==> src/rtl/core/fcrc_pkg.sv <==
`timescale 1ns / 1ps
// ----------------------------------------------------------------------------
// fcrc_pkg
// shared types, constants and the byte-wide crc-16 update for the framed
// crc-16 decoder
// ----------------------------------------------------------------------------
package fcrc_pkg;

    // frame layout
    localparam int BODY_BYTES  = 16;
    localparam int FRAME_BYTES = BODY_BYTES + 4;
    localparam int CNT_W       = $clog2(FRAME_BYTES + 1);
    localparam int IDX_W       = (BODY_BYTES > 1) ? $clog2(BODY_BYTES) : 1;

    localparam logic [CNT_W-1:0] POS_MAGIC_FIRST  = CNT_W'(0);
    localparam logic [CNT_W-1:0] POS_MAGIC_SECOND = CNT_W'(1);
    localparam logic [CNT_W-1:0] POS_VERSION      = CNT_W'(2);
    localparam logic [CNT_W-1:0] POS_CRC_LOW      = CNT_W'(BODY_BYTES + 2);
    localparam logic [CNT_W-1:0] POS_CRC_HIGH     = CNT_W'(BODY_BYTES + 3);
    localparam logic [CNT_W-1:0] CNT_FULL         = CNT_W'(FRAME_BYTES);
    localparam logic [IDX_W-1:0] IDX_LAST         = IDX_W'(BODY_BYTES - 1);

    // crc-16/ccitt-false
    localparam logic [15:0] CRC_INIT = 16'hFFFF;
    localparam logic [15:0] CRC_POLY = 16'h1021;

    // status codes
    localparam logic [2:0] STATUS_OK          = 3'd0;
    localparam logic [2:0] STATUS_SHORT       = 3'd1;
    localparam logic [2:0] STATUS_BAD_MAGIC   = 3'd2;
    localparam logic [2:0] STATUS_CRC_ERROR   = 3'd3;
    localparam logic [2:0] STATUS_BAD_VERSION = 3'd4;

    // configuration register indexes
    localparam int CFG_IDX_W = 2;
    localparam logic [CFG_IDX_W-1:0] REG_MAGIC_FIRST      = 2'd0;
    localparam logic [CFG_IDX_W-1:0] REG_MAGIC_SECOND     = 2'd1;
    localparam logic [CFG_IDX_W-1:0] REG_EXPECTED_VERSION = 2'd2;

    typedef struct packed {
        logic [7:0] data_byte;
        logic       last_byte;
    } fcrc_in_t;

    typedef struct packed {
        logic [2:0] status;
        logic [7:0] body_byte;
        logic       body_valid;
        logic       run_last;
    } fcrc_out_t;

    // one byte through the crc, msb first
    function automatic logic [15:0] crc_update(input logic [15:0] crc_in,
                                               input logic [7:0]  data);
        logic [15:0] crc;
        crc = crc_in ^ {data, 8'h00};
        for (int k = 0; k < 8; k++) begin
            if (crc[15])
                crc = {crc[14:0], 1'b0} ^ CRC_POLY;
            else
                crc = {crc[14:0], 1'b0};
        end
        return crc;
    endfunction

endpackage

==> src/rtl/core/framed_crc16_decoder_unit.sv <==
`timescale 1ns / 1ps
// ----------------------------------------------------------------------------
// framed_crc16_decoder_unit
// checks a framed buffer (magic, body with version byte, crc-16) and replays
// the stored body on success or version mismatch
// ----------------------------------------------------------------------------
// usage
//   byte channel: one received byte per request, last_byte marks buffer end
//   result channel: status, body byte, body valid and run_last per request
//   cfg channel: register index and data, always ready, write while idle
// latency and throughput
//   bytes are taken one per cycle while no result run is pending
//   on the last byte the status is decided in the same cycle; the first
//   result is presented on the next cycle
//   error status: one result; ok or wrong version: BODY_BYTES results at one
//   per cycle while result_ready is high, each read from the body memory
//   byte_ready stays low from the last byte until the run_last result leaves
// reset
//   counters, flags and crc return to their start values, config registers to zero
//   the body memory is not cleared, it is only read after being filled
// stall
//   the result register holds its request while result_ready is low and the
//   next memory read is issued only when the current result is taken
// ----------------------------------------------------------------------------
module framed_crc16_decoder_unit
    import fcrc_pkg::*;
(
    input  logic                 clk,
    input  logic                 rst_n,
    // received bytes
    input  logic                 byte_valid,
    output logic                 byte_ready,
    input  fcrc_in_t             byte_data,
    // status and body results
    output logic                 result_valid,
    input  logic                 result_ready,
    output fcrc_out_t            result_data,
    // configuration writes
    input  logic                 cfg_valid,
    output logic                 cfg_ready,
    input  logic [CFG_IDX_W-1:0] cfg_index,
    input  logic [7:0]           cfg_data
);

    // controller states
    localparam logic ST_RECV = 1'b0;   // taking bytes of the buffer
    localparam logic ST_SEND = 1'b1;   // presenting the result run

    // configuration registers
    logic [7:0] magic_first_reg;
    logic [7:0] magic_second_reg;
    logic [7:0] expected_version_reg;

    // per-frame state
    logic             state_reg,      state_next;
    logic [CNT_W-1:0] bytes_seen_reg, bytes_seen_next;
    logic             magic_good_reg, magic_good_next;
    logic [15:0]      crc_reg,        crc_next;
    logic [15:0]      rx_crc_reg,     rx_crc_next;
    logic [7:0]       version_reg,    version_next;

    // result run
    logic [2:0]       status_reg,     status_next;
    logic             emit_body_reg,  emit_body_next;
    logic [IDX_W-1:0] idx_reg,        idx_next;

    // body memory, one write and one registered read port
    logic [7:0]       body_mem [BODY_BYTES];
    logic [7:0]       rd_data_reg;
    logic             wr_en;
    logic [IDX_W-1:0] wr_addr;
    logic             rd_en;
    logic [IDX_W-1:0] rd_addr;

    logic             byte_accept;
    logic             result_accept;
    logic [CNT_W-1:0] body_off;
    logic [15:0]      rx_crc_full;
    logic [2:0]       status_calc;

    assign cfg_ready     = 1'b1;
    assign byte_ready    = (state_reg == ST_RECV);
    assign result_valid  = (state_reg == ST_SEND);
    assign byte_accept   = byte_valid && byte_ready;
    assign result_accept = result_valid && result_ready;

    // body bytes land at frame position minus the two magic bytes
    assign body_off = bytes_seen_reg - CNT_W'(2);
    assign wr_addr  = body_off[IDX_W-1:0];

    // result payload comes straight from registers
    assign result_data.status     = status_reg;
    assign result_data.body_byte  = emit_body_reg ? rd_data_reg : 8'h00;
    assign result_data.body_valid = emit_body_reg;
    assign result_data.run_last   = emit_body_reg ? (idx_reg == IDX_LAST) : 1'b1;

    // configuration write
    always_ff @(posedge clk or negedge rst_n)
    begin
        if (!rst_n)
        begin
            magic_first_reg      <= 8'h00;
            magic_second_reg     <= 8'h00;
            expected_version_reg <= 8'h00;
        end
        else if (cfg_valid && cfg_ready)
        begin
            case (cfg_index)
                REG_MAGIC_FIRST:      magic_first_reg      <= cfg_data;
                REG_MAGIC_SECOND:     magic_second_reg     <= cfg_data;
                REG_EXPECTED_VERSION: expected_version_reg <= cfg_data;
                default:              ;   // unknown index, write dropped
            endcase
        end
    end

    // received crc including the current byte when it is the high crc byte
    assign rx_crc_full = (bytes_seen_reg == POS_CRC_HIGH) ?
                         {byte_data.data_byte, rx_crc_reg[7:0]} : rx_crc_reg;

    // status priority: short, magic, crc, version, ok
    // the frame is complete once the high crc byte or a later one arrives,
    // so magic flag, body crc and version are already final in their registers
    always_comb
    begin
        if (bytes_seen_reg < POS_CRC_HIGH)
            status_calc = STATUS_SHORT;
        else if (!magic_good_reg)
            status_calc = STATUS_BAD_MAGIC;
        else if (rx_crc_full != crc_reg)
            status_calc = STATUS_CRC_ERROR;
        else if (version_reg != expected_version_reg)
            status_calc = STATUS_BAD_VERSION;
        else
            status_calc = STATUS_OK;
    end

    // next-state logic
    always_comb
    begin
        state_next      = state_reg;
        bytes_seen_next = bytes_seen_reg;
        magic_good_next = magic_good_reg;
        crc_next        = crc_reg;
        rx_crc_next     = rx_crc_reg;
        version_next    = version_reg;
        status_next     = status_reg;
        emit_body_next  = emit_body_reg;
        idx_next        = idx_reg;
        wr_en           = 1'b0;
        rd_en           = 1'b0;
        rd_addr         = idx_reg;

        case (state_reg)
            ST_RECV:
            begin
                if (byte_accept)
                begin
                    if (bytes_seen_reg == POS_MAGIC_FIRST)
                    begin
                        if (byte_data.data_byte != magic_first_reg)
                            magic_good_next = 1'b0;
                    end
                    else if (bytes_seen_reg == POS_MAGIC_SECOND)
                    begin
                        if (byte_data.data_byte != magic_second_reg)
                            magic_good_next = 1'b0;
                    end
                    else if (bytes_seen_reg < POS_CRC_LOW)
                    begin
                        wr_en    = 1'b1;
                        crc_next = crc_update(crc_reg, byte_data.data_byte);
                        if (bytes_seen_reg == POS_VERSION)
                            version_next = byte_data.data_byte;
                    end
                    else if (bytes_seen_reg == POS_CRC_LOW)
                    begin
                        rx_crc_next = {rx_crc_reg[15:8], byte_data.data_byte};
                    end
                    else if (bytes_seen_reg == POS_CRC_HIGH)
                    begin
                        rx_crc_next = {byte_data.data_byte, rx_crc_reg[7:0]};
                    end

                    // count saturates at the frame length
                    if (bytes_seen_reg < CNT_FULL)
                        bytes_seen_next = bytes_seen_reg + CNT_W'(1);

                    if (byte_data.last_byte)
                    begin
                        status_next    = status_calc;
                        emit_body_next = (status_calc == STATUS_OK) ||
                                         (status_calc == STATUS_BAD_VERSION);
                        idx_next       = '0;
                        // first body byte fetched now, shown next cycle
                        rd_en          = 1'b1;
                        rd_addr        = '0;
                        state_next     = ST_SEND;
                        // frame state back to its start values
                        bytes_seen_next = '0;
                        magic_good_next = 1'b1;
                        crc_next        = CRC_INIT;
                        rx_crc_next     = 16'h0000;
                    end
                end
            end

            ST_SEND:
            begin
                if (result_accept)
                begin
                    if (emit_body_reg && (idx_reg != IDX_LAST))
                    begin
                        idx_next = idx_reg + IDX_W'(1);
                        rd_en    = 1'b1;
                        rd_addr  = idx_reg + IDX_W'(1);
                    end
                    else
                    begin
                        state_next = ST_RECV;
                    end
                end
            end

            default:
            begin
                state_next = ST_RECV;
            end
        endcase
    end

    // control and frame registers
    always_ff @(posedge clk or negedge rst_n)
    begin
        if (!rst_n)
        begin
            state_reg      <= ST_RECV;
            bytes_seen_reg <= '0;
            magic_good_reg <= 1'b1;
            crc_reg        <= CRC_INIT;
            rx_crc_reg     <= 16'h0000;
            emit_body_reg  <= 1'b0;
            idx_reg        <= '0;
        end
        else
        begin
            state_reg      <= state_next;
            bytes_seen_reg <= bytes_seen_next;
            magic_good_reg <= magic_good_next;
            crc_reg        <= crc_next;
            rx_crc_reg     <= rx_crc_next;
            emit_body_reg  <= emit_body_next;
            idx_reg        <= idx_next;
        end
    end

    // payload registers, no reset needed
    always_ff @(posedge clk)
    begin
        version_reg <= version_next;
        status_reg  <= status_next;
    end

    // body memory
    always_ff @(posedge clk)
    begin
        if (wr_en)
            body_mem[wr_addr] <= byte_data.data_byte;
        if (rd_en)
            rd_data_reg <= body_mem[rd_addr];
    end

`ifndef SYNTHESIS
    // never taking bytes while a result run is pending
    assert property (@(posedge clk) disable iff (!rst_n)
        !(byte_ready && result_valid))
        else $error("byte taken during result run");

    // the end of a run hands control back to the byte side
    assert property (@(posedge clk) disable iff (!rst_n)
        (result_accept && result_data.run_last) |=> byte_ready)
        else $error("byte side not released after run_last");

    // body bytes only go out for ok or wrong version
    assert property (@(posedge clk) disable iff (!rst_n)
        (result_valid && result_data.body_valid) |->
        (result_data.status == STATUS_OK || result_data.status == STATUS_BAD_VERSION))
        else $error("body emitted for an error status");

    // byte count never passes the frame length
    assert property (@(posedge clk) disable iff (!rst_n)
        bytes_seen_reg <= CNT_FULL)
        else $error("byte count past frame length");
`endif

endmodule
==> config.mk <==
export PLATFORM = sky130hd
export DESIGN_NAME = framed_crc16_decoder_unit
export DESIGN_NICKNAME = d
export VERILOG_FILES = /design/src/rtl/core/fcrc_pkg.sv /design/src/rtl/core/framed_crc16_decoder_unit.sv
export SDC_FILE = /design/constraint.sdc
export NUM_CORES = 1
export LEC_CHECK = 0
export ABC_CLOCK_PERIOD_IN_PS = 4600
export BUFFER_PORTS_ARGS = -buffer_cell sky130_fd_sc_hd__buf_4
export CAP_MARGIN = 30
export CELL_PAD_IN_SITES_DETAIL_PLACEMENT = 1
export CELL_PAD_IN_SITES_GLOBAL_PLACEMENT = 1
export CORE_MARGIN = 4
export CORE_UTILIZATION = 55
export DETAILED_ROUTE_END_ITERATION = 16
export GPL_ROUTABILITY_DRIVEN = 0
export PLACE_DENSITY = 0.92
export REMOVE_ABC_BUFFERS = 1
export SYNTH_ARGS = -nofsm -noshare
export SYNTH_HDL_FRONTEND = slang
export SYNTH_SLANG_ARGS = --single-unit
==> constraint.sdc <==
create_clock -name clk -period 4.6 [get_ports clk]
set_clock_uncertainty 0.15 [all_clocks]
set_input_delay 0.46 -clock clk [delete_from_list [all_inputs] [get_ports clk]]
set_output_delay 0.46 -clock clk [all_outputs]
set_load 0.01 [all_outputs]
==> results of run 1 <==
-- layer usage --
| layer | part of all wire (%) | GRT usage (%) |
|---|---|---|
| met1 | 36 | 37.9 |
| met2 | 49 | 50.6 |
| met4 | 6.0 | 15.4 |
| met3 | 8.3 | 5.46 |
| met5 | 0 | 0 |
-- timing repair --
action	CTS	global route
setup buffers	0	0
hold buffers	1	0
endpoints found under the hold margin	51	0
-- Yosys cell counts (3+ instances only) --
| cell | n |
|---|---|
| a222oi_1 | 14 |
| nand3b_1 | 4 |
| dfrtp_1 | 51 |
| clkbuf_1 | 20 |
| nor3_1 | 8 |
| a31oi_1 | 33 |
| buf_2 | 21 |
| nand2_1 | 36 |
| nand3_1 | 9 |
| nor2_1 | 27 |
| mux2_2 | 25 |
| o21ai_0 | 21 |
| nor2b_1 | 4 |
| a22o_1 | 24 |
| ha_1 | 8 |
| and2_1 | 29 |
| xor2_1 | 28 |
| mux2i_1 | 39 |
| and3_1 | 3 |
| o21ai_1 | 3 |
| edfxtp_1 | 147 |
| a21o_1 | 8 |
| or2_2 | 8 |
| o22ai_1 | 22 |
| a21oi_1 | 21 |
| buf_4 | 5 |
| inv_1 | 25 |
| o22a_1 | 12 |
| o32a_1 | 3 |
| o221ai_1 | 15 |
| o211ai_1 | 15 |
| nand4_1 | 4 |
| xnor2_1 | 34 |
| nor4_1 | 6 |
| nand2b_1 | 5 |
| nand3_2 | 3 |
| dfstp_2 | 17 |
-- power by group through the flow --
stage / clock, W / sequential (W) / combinational [W]
2_1_floorplan: 0 / 0.00242 / 0.000533
4_1_cts: 0.00183 / 0.00246 / 0.000806
3_3_place_gp: 0 / 0.00246 / 0.000695
6_report: 0.00183 / 0.00246 / 0.000812
5_1_grt: 0.00192 / 0.00248 / 0.000866
3_5_place_dp: 0 / 0.00248 / 0.000770
-- layout make-up --
cell class | count | area (um2)
fillers | 1741 | 6750
flip-flops and latches | 215 | 6140
multi-input cells | 502 | 3780
clock buffers | 32 | 652
repair buffers | 46 | 368
well taps | 229 | 287
inverters | 27 | 104
clock inverters | 10 | 75.1
-- worst max-delay path: stages (launching register included) --
cell      delay (ns)
dfrtp_1         0.48
ha_1            0.39
nand3_2         0.44
nand3_2         0.51
and2_1          0.67
inv_4           0.23
a22o_1          0.31
a222oi_1        0.36
o211ai_1        0.16
-- metrics by stage --
step / setup WS, ns / utilization [%] / setup TNS, ns / area, um2 / hold slack [ns]
final: 0.593 / 62.8 / 0 / 11400 / 0.0460
after detailed placement: 0.753 / 58.6 / 0 / 10600 / 0.350
after floorplan: -0.0407 / - / -0.285 / 10000 / 0.0144
after global placement: 1.14 / 58.6 / 0 / 10600 / 0.342
after global routing: 0.335 / 62.8 / 0 / 11400 / 0.0524
after CTS: 0.670 / 62.7 / 0 / 11400 / 0.0405
-- cell usage in the layout, fill, tap and decap left out, types with 9 or more instances in the layout --
cell       netlist  layout
o211ai_1        15      15
o22a_1          12      12
nand3_1          9       9
a22o_1          24      24
a222oi_1        14      14
clkbuf_16        0      25
buf_4            5      44
xor2_1          28      28
a21oi_1         21      21
dfstp_2         17      17
dfrtp_1         51      50
edfxtp_1       147     147
inv_1           25      25
o221ai_1        15      15
mux2_2          25      25
mux2i_1         39      39
o22ai_1         22      22
nand2_1         36      36
o21ai_0         21      21
a31oi_1         33      33
xnor2_1         34      34
nor2_1          27      27
and2_1          29      29
-- path summary, 6_finish.rpt --
path,slack (ns),end
setup / recovery,0.59,rd_data_reg[4]
hold / removal,0.05,magic_second_reg[6]
setup reg to reg,0.59,rd_data_reg[4]
hold reg to reg,0.37,rx_crc_reg[12]
max in group asynchronous,3.60,crc_reg[1]
min in group asynchronous,0.33,idx_reg[3]
-- logic make-up after synthesis --
kind of cell | after synthesis
AOI/OAI and AO/OA | 209
xor gates and xnor gates | 62
adders and majority gates | 8
buffers and inverters | 76
DFF | 215
muxes | 64
other | 1
and+or+nand+nor | 158
==> metrics.md, run 1 <==
| Metric | Value |
|---|---|
| Fin crit period | 4.01 ns |
| Pin slew with the least headroom to its limit | 1.05 ns |
| Yosys warning total | 0 |
| HP Class | in2reg |
| Nets@finish | 848 |
| P_int | 0.00366 W |
| Fraction of registers with async set/reset | 31.6% |
| Die H | 145 um |
| Area growth from synthesis to layout | 11.1% |
| Final ANT Viol Nets | 0 |
| Syn_area_per_cell | 12.9 um2 |
| PwrDens | 447 mW/mm2 |
| Cts bufs inserted | 24 |
| RR Startpoint | idx_reg[1] |
| Largest family of logic cells by synthesized area | compound AO/OA/AOI/OAI gates |
| Post_cts resized | 0 |
| Synth cell types | 66 |
| Synth area leader | edfxtp_1 |
| Hold path startpoint | cfg_data[6] |
| Final Cycle Share | 87.1% |
| # diodes | 0 |
| IO buf count | 38 |
| Die width | 145 um |
| First-iteration detailed-routing DRC count | 1,005 |
| Critical path type | reg2reg |
| Synth top area cells | edfxtp_1 (43%), dfrtp_1 (12%), dfstp_2 (4.4%) |
| Initial core utilization | 56.5% |
| Critical Path AT | 4.08 ns |
| Clock buffer depth | 3 |
| Via count | 7,266 |
| Clock slew at reported path FFs | 0.07 ns |
| Startpoint types | register |
| Flip-flop count of the largest register after layout | 128 |
| CP startpoint | idx_reg[1] |
| Mapped Area | 0.0103 mm2 |
| Routed WL | 30,600 um |
| Core ar. | 0.0181 mm2 |
| WL/cell | 28.9 um |
| P_sw | 0.00144 W |
| Seq pwr share | 48.2% |
| H-tree depth | 1 |
| Achievable frequency | 0.250 GHz |
| VDD IR max | 423 uV |
| Synth Area in Adders | 0.975% |
| CTS tree | done |
| Hold Vio Cnt, Final | 0 |
| RSZ-0062 raised after global routing | false |
| Clk pwr share | 35.9% |
| Largest net degree at the start of global routing | 73 |
| R2R cell count | 8 |
| Leakage | 4.02 nW |
| Global-route usage over all layers | 30.3% |
| Post-DP HPWL | 19,200 um |
| Compound-Gate Fraction of Synth Area | 15.3% |
| Sw Ratio | 28.2% |
| Sink Count | 215 |
| Vias in the first global route | 7,805 |
| Synth Area in XOR/XNOR | 5.29% |
| Pins Over Slew Limit | 0 |
| Layout cells sized above 1 | 17.1% |
| Post-Syn Instances | 793 |
| Hold Path Cell Cnt | 2 |
| Post-Place Cells | 1,017 |
| Req. time, crit path | 4.67 ns |
| Post-Synth Simple-Gate Area | 8.65% |
| Die area | 0.0209 mm2 |
| Seq cells post-synth | 215 |
| Post-synthesis mux area share | 6.55% |
| Cell Rows | 49 |
| Non-filler instance count after layout | 1,061 |
| CP endpoint kind | register |
| Root buffer cell | clkbuf_16 |
| Overall Power | 0.00510 W |
| Largest fanout on the critical path | 19 |
| Ys flop type | edfxtp_1 |
| Post-synthesis sequential area ratio | 59.8% |
| Grt total ovfl | 0 |
| Initial antenna violation count | 0 |
| TritonRoute pass-1 iters | 8 |
| Post-synth top area share | 43.0% |
| Endpoints failing setup | 0 |
| Comb pwr share | 15.9% |
| Status | finished clean |
| Relative slew slack | 29.6% |
| First-pass GRT wire length | 47,400 um |
| Later-pin clock latency in the skew report | 0.53 ns |
| # IOs | 40 |
| # DRC | 0 |
| MaxCap Viol Count | 0 |
| Post-synth EDFFs | 147 |
| Via/cell ratio | 6.85 |
Power figures use the tool's default switching activity.
==> run 2, diff against run 1 <==
--- a/config.mk
+++ b/config.mk
@@ -12,8 +12,10 @@
 export CELL_PAD_IN_SITES_GLOBAL_PLACEMENT = 1
 export CORE_MARGIN = 4
 export CORE_UTILIZATION = 55
+export CTS_CLUSTER_DIAMETER = 200
 export DETAILED_ROUTE_END_ITERATION = 16
 export GPL_ROUTABILITY_DRIVEN = 0
+export MAX_ROUTING_LAYER = met4
 export PLACE_DENSITY = 0.92
 export REMOVE_ABC_BUFFERS = 1
 export SYNTH_ARGS = -nofsm -noshare
==> run 2 against run 1 <==
Effect of this change:
- sequential share of layout area grew 0.13 points
- critical endpoint unchanged
- maximum frequency shrank 0.46%
- total power shrank 0.14%
- critical path depth is the same
- final area shrank 0.24%
- utilization shrank 0.15 points
- clock power is essentially flat
- largest cell class unchanged
- critical path type unchanged
- routed wire length shrank 0.20%
- via count is the same
==> metrics.md, run 2 (synthesis gave the netlist of run 1 again) <==
| Metric | Value |
|---|---|
| CP endpoint kind | register |
| Final Core Density | 62.7% |
| Clock buffer depth | 3 |
| Via/cell ratio | 6.85 |
| Fin crit period | 4.03 ns |
| Overall Power | 0.00509 W |
| # Post-CTS Setup Buffers | 0 |
| Sink Count | 215 |
| Pins Over Slew Limit | 0 |
| Filler cells | 1,744 |
| Largest fanout on the critical path | 19 |
| Seq pwr share | 48.3% |
| Cell Rows | 49 |
| Layout cells sized above 1 | 17.0% |
| Cts bufs inserted | 24 |
| P_sw | 0.00143 W |
| Req. time, crit path | 4.67 ns |
| MaxCap Viol Count | 0 |
| Core ar. | 0.0181 mm2 |
| Largest net degree at the start of global routing | 73 |
| Routed WL | 30,600 um |
| WL/cell | 28.8 um |
| Critical path type | reg2reg |
| HP Class | in2reg |
| Global-route usage over all layers | 31.2% |
| Multi-input gate area | 0.00378 mm2 |
| Die area | 0.0209 mm2 |
| Post-DP HPWL | 19,200 um |
| Leakage | 4.01 nW |
| # DRC | 0 |
| # diodes | 0 |
| Sequential cell area | 0.00614 mm2 |
| Flip-flop count of the largest register after layout | 128 |
| P_int | 0.00366 W |
| Place WS | 0.753 ns |
| Clock slew at reported path FFs | 0.07 ns |
| Final ANT Viol Nets | 0 |
| Later-pin clock latency in the skew report | 0.52 ns |
| TritonRoute pass-1 iters | 8 |
| Sw Ratio | 28.2% |
| Endpoints failing setup | 0 |
| Achievable frequency | 0.248 GHz |
| PwrDens | 447 mW/mm2 |
| CP Cell Sequence | ha_1 -> nand3_2 -> nand3_2 -> and2_1 -> inv_4 -> a22o_1 -> a222oi_1 -> o211ai_1 |
| Relative slew slack | 30.5% |
| Pin slew with the least headroom to its limit | 1.04 ns |
| IO buf count | 38 |
| CP max-delay cell | and2_1 |
| CTS tree | done |
| Area growth from synthesis to layout | 10.8% |
| Die width | 145 um |
| Grt total ovfl | 0 |
| Nets@finish | 847 |
| Root buffer cell | clkbuf_16 |
| VDD IR max | 426 uV |
| Initial antenna violation count | 0 |
| Initial core utilization | 56.5% |
| Via count | 7,266 |
| Critical Path AT | 4.10 ns |
| Vias in the first global route | 7,797 |
| Crit-path max cell delay | 0.68 ns |
| Worst setup margin | 0.575 ns |
| Hold Vio Cnt, Final | 0 |
| Clk pwr share | 35.8% |
| First-pass GRT wire length | 47,400 um |
| # IOs | 40 |
| Die H | 145 um |
| Startpoint types | register |
| CP most frequent cell | nand3_2 |
| H-tree depth | 1 |
| Status | finished clean |
| RSZ-0062 raised after global routing | false |
| Most frequent cells in the layout | edfxtp_1 (147), dfrtp_1 (50), buf_4 (44) |
| Comb pwr share | 15.9% |
| Most common cell after layout, fill and taps aside | edfxtp_1 |
| Final Cycle Share | 87.5% |
| First-iteration detailed-routing DRC count | 931 |
## run 2: cell count changes in the layout (fill, tap and decap cells not counted)
cell | previous run | this run
buf_16 | 1 | 0
## run 2: worst max-delay path: cells and delay by family (launching register included)
| family | cells | cell delay, ns |
|---|---|---|
| compound gates | 3 | 0.83 |
| fa+ha+maj | 1 | 0.38 |
| simple gates | 3 | 1.64 |
| flops | 1 | 0.48 |
| buf+inv | 1 | 0.23 |
## run 2: cell type report
cell class                 count  area share, %
inverter                      27          0.913
sequential                   215           54.0
multi-input combinational    502           33.2
timing repair buffer          45           2.99
clock buffer                  32           5.73
clock inverter                10          0.660
tap                          229           2.52
## run 2: power by group through the flow
stage	clock, W	combinational [W]	sequential (W)
after floorplan	0	0.000533	0.00242
after global placement	0	0.000695	0.00246
after detailed placement	0	0.000770	0.00248
after CTS	0.00183	0.000806	0.00246
after global routing	0.00192	0.000863	0.00248
final	0.00182	0.000808	0.00246
## run 2: timing repair
item / CTS / global route
gates resized for setup: 0 / 0
endpoints found under the hold margin: 51 / 0
hold buffers: 1 / 0
endpoints found under the setup margin: 0 / 0
## run 2: final timing paths
path                            cells past startpoint  slack (ns)           start                 end
worst min register to register                      1        0.37  rx_crc_reg[12]      rx_crc_reg[12]
worst min-delay path                                2        0.05     cfg_data[6]  magic_first_reg[6]
min in group asynchronous                           2        0.45           rst_n        result_valid
max in group asynchronous                           2        3.19           rst_n          idx_reg[0]
worst max-delay path                                8        0.57      idx_reg[1]      rd_data_reg[4]
worst max register to register                      8        0.57      idx_reg[1]      rd_data_reg[4]
## run 2: layer usage
layer  global-route usage, %  part of all wire, %  vias to the layer above
li1                        -                    -                     3081
met1                    37.9                   37                     3622
met2                    50.7                   50                      428
met3                    5.42                  7.5                      135
met4                    15.5                  6.0                        0
met5                       -                    0                        -
## run 2: per-stage QoR
step                hold slack [ns]  setup TNS, ns  std cells  instance area, um2
CTS                          0.0405              0       1060               11400
detailed placement            0.350              0       1017               10600
global placement              0.342              0       1016               10600
finish                       0.0519              0       1060               11400
floorplan                    0.0144         -0.285        744               10000
global route                 0.0523              0       1060               11400
==> run 3, diff against run 2 <==
--- a/config.mk
+++ b/config.mk
@@ -10,6 +10,7 @@
 export CAP_MARGIN = 30
 export CELL_PAD_IN_SITES_DETAIL_PLACEMENT = 1
 export CELL_PAD_IN_SITES_GLOBAL_PLACEMENT = 1
+export CORE_ASPECT_RATIO = 0.9
 export CORE_MARGIN = 4
 export CORE_UTILIZATION = 55
 export CTS_CLUSTER_DIAMETER = 200
==> run 3 against run 2 <==
Effect of this change:
- critical path type unchanged
- largest power group unchanged
- critical path depth stayed put
- critical endpoint is now rd_data_reg[1]
- clock-buffer cell count down 7
- register-to-register slack worse by 0.05 ns
- setup slack worse by 0.052 ns
==> metrics.md, run 3 (synthesis gave the netlist of run 1 again) <==
| Metric | Value |
|---|---|
| Status | finished clean |
| Later-pin clock latency in the skew report | 0.52 ns |
| Pins Over Slew Limit | 0 |
| Req. time, crit path | 4.67 ns |
| Final Core Density | 62.6% |
| TritonRoute pass-1 iters | 6 |
| Flip-flop count of the largest register after layout | 128 |
| VDD IR max | 352 uV |
| # Post-CTS Setup Buffers | 0 |
| Post-DP HPWL | 19,000 um |
| CTS tree | done |
| Global-route usage over all layers | 31.0% |
| Nets@finish | 846 |
| First-pass GRT wire length | 48,200 um |
| Clock buffer depth | 3 |
| CP startpoint | idx_reg[1] |
| Crit Reg-Reg Endpoint | rd_data_reg[1] |
| Capture point of the worst path | rd_data_reg[1] |
| CP most frequent cell | nand3_2 |
| R2r setup slk | 0.52 ns |
| H-tree depth | 1 |
| Startpoint types | register |
| MaxCap Viol Count | 0 |
| Sink Count | 215 |
| CP Cell Sequence | ha_1 -> nand3_2 -> nand3_2 -> and2_1 -> inv_4 -> a22o_1 -> a222oi_1 -> o211ai_1 |
| Core ar. | 0.0183 mm2 |
| Achievable frequency | 0.245 GHz |
| CP endpoint kind | register |
| Critical Path AT | 4.15 ns |
| Largest fanout on the critical path | 19 |
| Hold Vio Cnt, Final | 0 |
| Via/cell ratio | 6.93 |
| First-iteration detailed-routing DRC count | 992 |
| Die width | 152 um |
| Root buffer cell | clkbuf_16 |
| # DRC | 0 |
| Post_cts resized | 0 |
| Routed WL | 31,300 um |
| Crit-path max cell delay | 0.71 ns |
| Fin crit period | 4.08 ns |
| IO buf count | 38 |
| Non-filler instance count after layout | 1,075 |
| Die area | 0.0209 mm2 |
| WL/cell | 29.1 um |
| # IOs | 40 |
| Pin slew with the least headroom to its limit | 0.992 ns |
| HP Class | in2reg |
| Leakage | 4.06 nW |
| Critical path type | reg2reg |
| Die H | 138 um |
| Most frequent cells in the layout | edfxtp_1 (147), dfrtp_1 (50), buf_4 (43) |
| R2R cell count | 8 |
| Cell Rows | 47 |
| CP delay by family, top | simple AND/OR/NAND/NOR gates |
| RSZ-0062 raised after global routing | false |
| PwrDens | 465 mW/mm2 |
| RR Startpoint | idx_reg[1] |
| CTS Hold Bufs | 1 |
| Final ANT Viol Nets | 0 |
| CP max-delay cell | and2_1 |
| Final Cycle Share | 88.6% |
| Via count | 7,445 |
| Worst hold margin | 0.0485 ns |
| Layout cells sized above 1 | 18.0% |
| Clock slew at reported path FFs | 0.07 ns |
| Levels on crit path | 8 |
| Largest net degree at the start of global routing | 73 |
| Hold Path Cell Cnt | 2 |
| Most common cell after layout, fill and taps aside | edfxtp_1 |
| Number of buffers and inverters on the critical path | 1 |
| Relative slew slack | 33.7% |
| # diodes | 0 |
| Grt total ovfl | 0 |
| Post-Place Cells | 1,033 |
| Area growth from synthesis to layout | 12.0% |
| Overall Power | 0.00535 W |
| Initial antenna violation count | 0 |
| Vias in the first global route | 7,972 |
| Endpoints failing setup | 0 |
| Filler cells | 1,771 |
| Cts bufs inserted | 23 |
| TNS Setup | 0 ns |
| Initial core utilization | 55.9% |
[run 3: final cells by class]
class,instances,area (um2),share of cell area [%]
repair buffers,45,338,2.94
clock buffers,25,583,5.08
inverters,27,104,0.904
well taps,245,307,2.67
flip-flops and latches,215,6140,53.4
clock inverters,16,241,2.10
multi-input cells,502,3780,32.9
[run 3: stage by stage]
stage / worst slack [ns] / area, um2
after floorplan: -0.0407 / 10000
after global placement: 1.12 / 10600
after detailed placement: 0.754 / 10700
after CTS: 0.644 / 11500
after global routing: 0.327 / 11500
final: 0.522 / 11500
[run 3: how the worst min path moves through the flow]
stage | start | endpoint | slack, ns
3_5_place_dp | rx_crc_reg[11] | rx_crc_reg[11] | 0.37
2_1_floorplan | rst_n | bytes_seen_reg[0] | 0.01
3_3_place_gp | rx_crc_reg[12] | rx_crc_reg[12] | 0.34
6_report | cfg_data[5] | magic_second_reg[5] | 0.05
5_1_grt | cfg_data[1] | magic_second_reg[1] | 0.05
4_1_cts | cfg_data[0] | magic_second_reg[0] | 0.04
[run 3: worst reg2reg max path, stage by stage, from the launching register on]
cell,delay (ns)
dfrtp_1,0.48
ha_1,0.39
nand3_2,0.47
nand3_2,0.53
and2_1,0.71
inv_4,0.24
a22o_1,0.32
a222oi_1,0.34
o211ai_1,0.16
[run 3: power breakdown]
part | leakage [nW] | internal, W | total (W) | switching (W)
clock | 0.396 | 0.00126 | 0.00207 | 0.000810
sequential | 2.16 | 0.00228 | 0.00247 | 0.000182
combinational | 1.50 | 0.000323 | 0.000814 | 0.000491
total | 4.06 | 0.00386 | 0.00535 | 0.00148
[run 3: routing by layer]
layer | global-route usage, % | vias up | share of wire (%)
met5 | - | - | 0
met4 | 16.3 | 0 | 6.2
met3 | 4.65 | 150 | 7.4
met2 | 52.3 | 459 | 49
met1 | 36.8 | 3744 | 38
li1 | - | 3092 | -
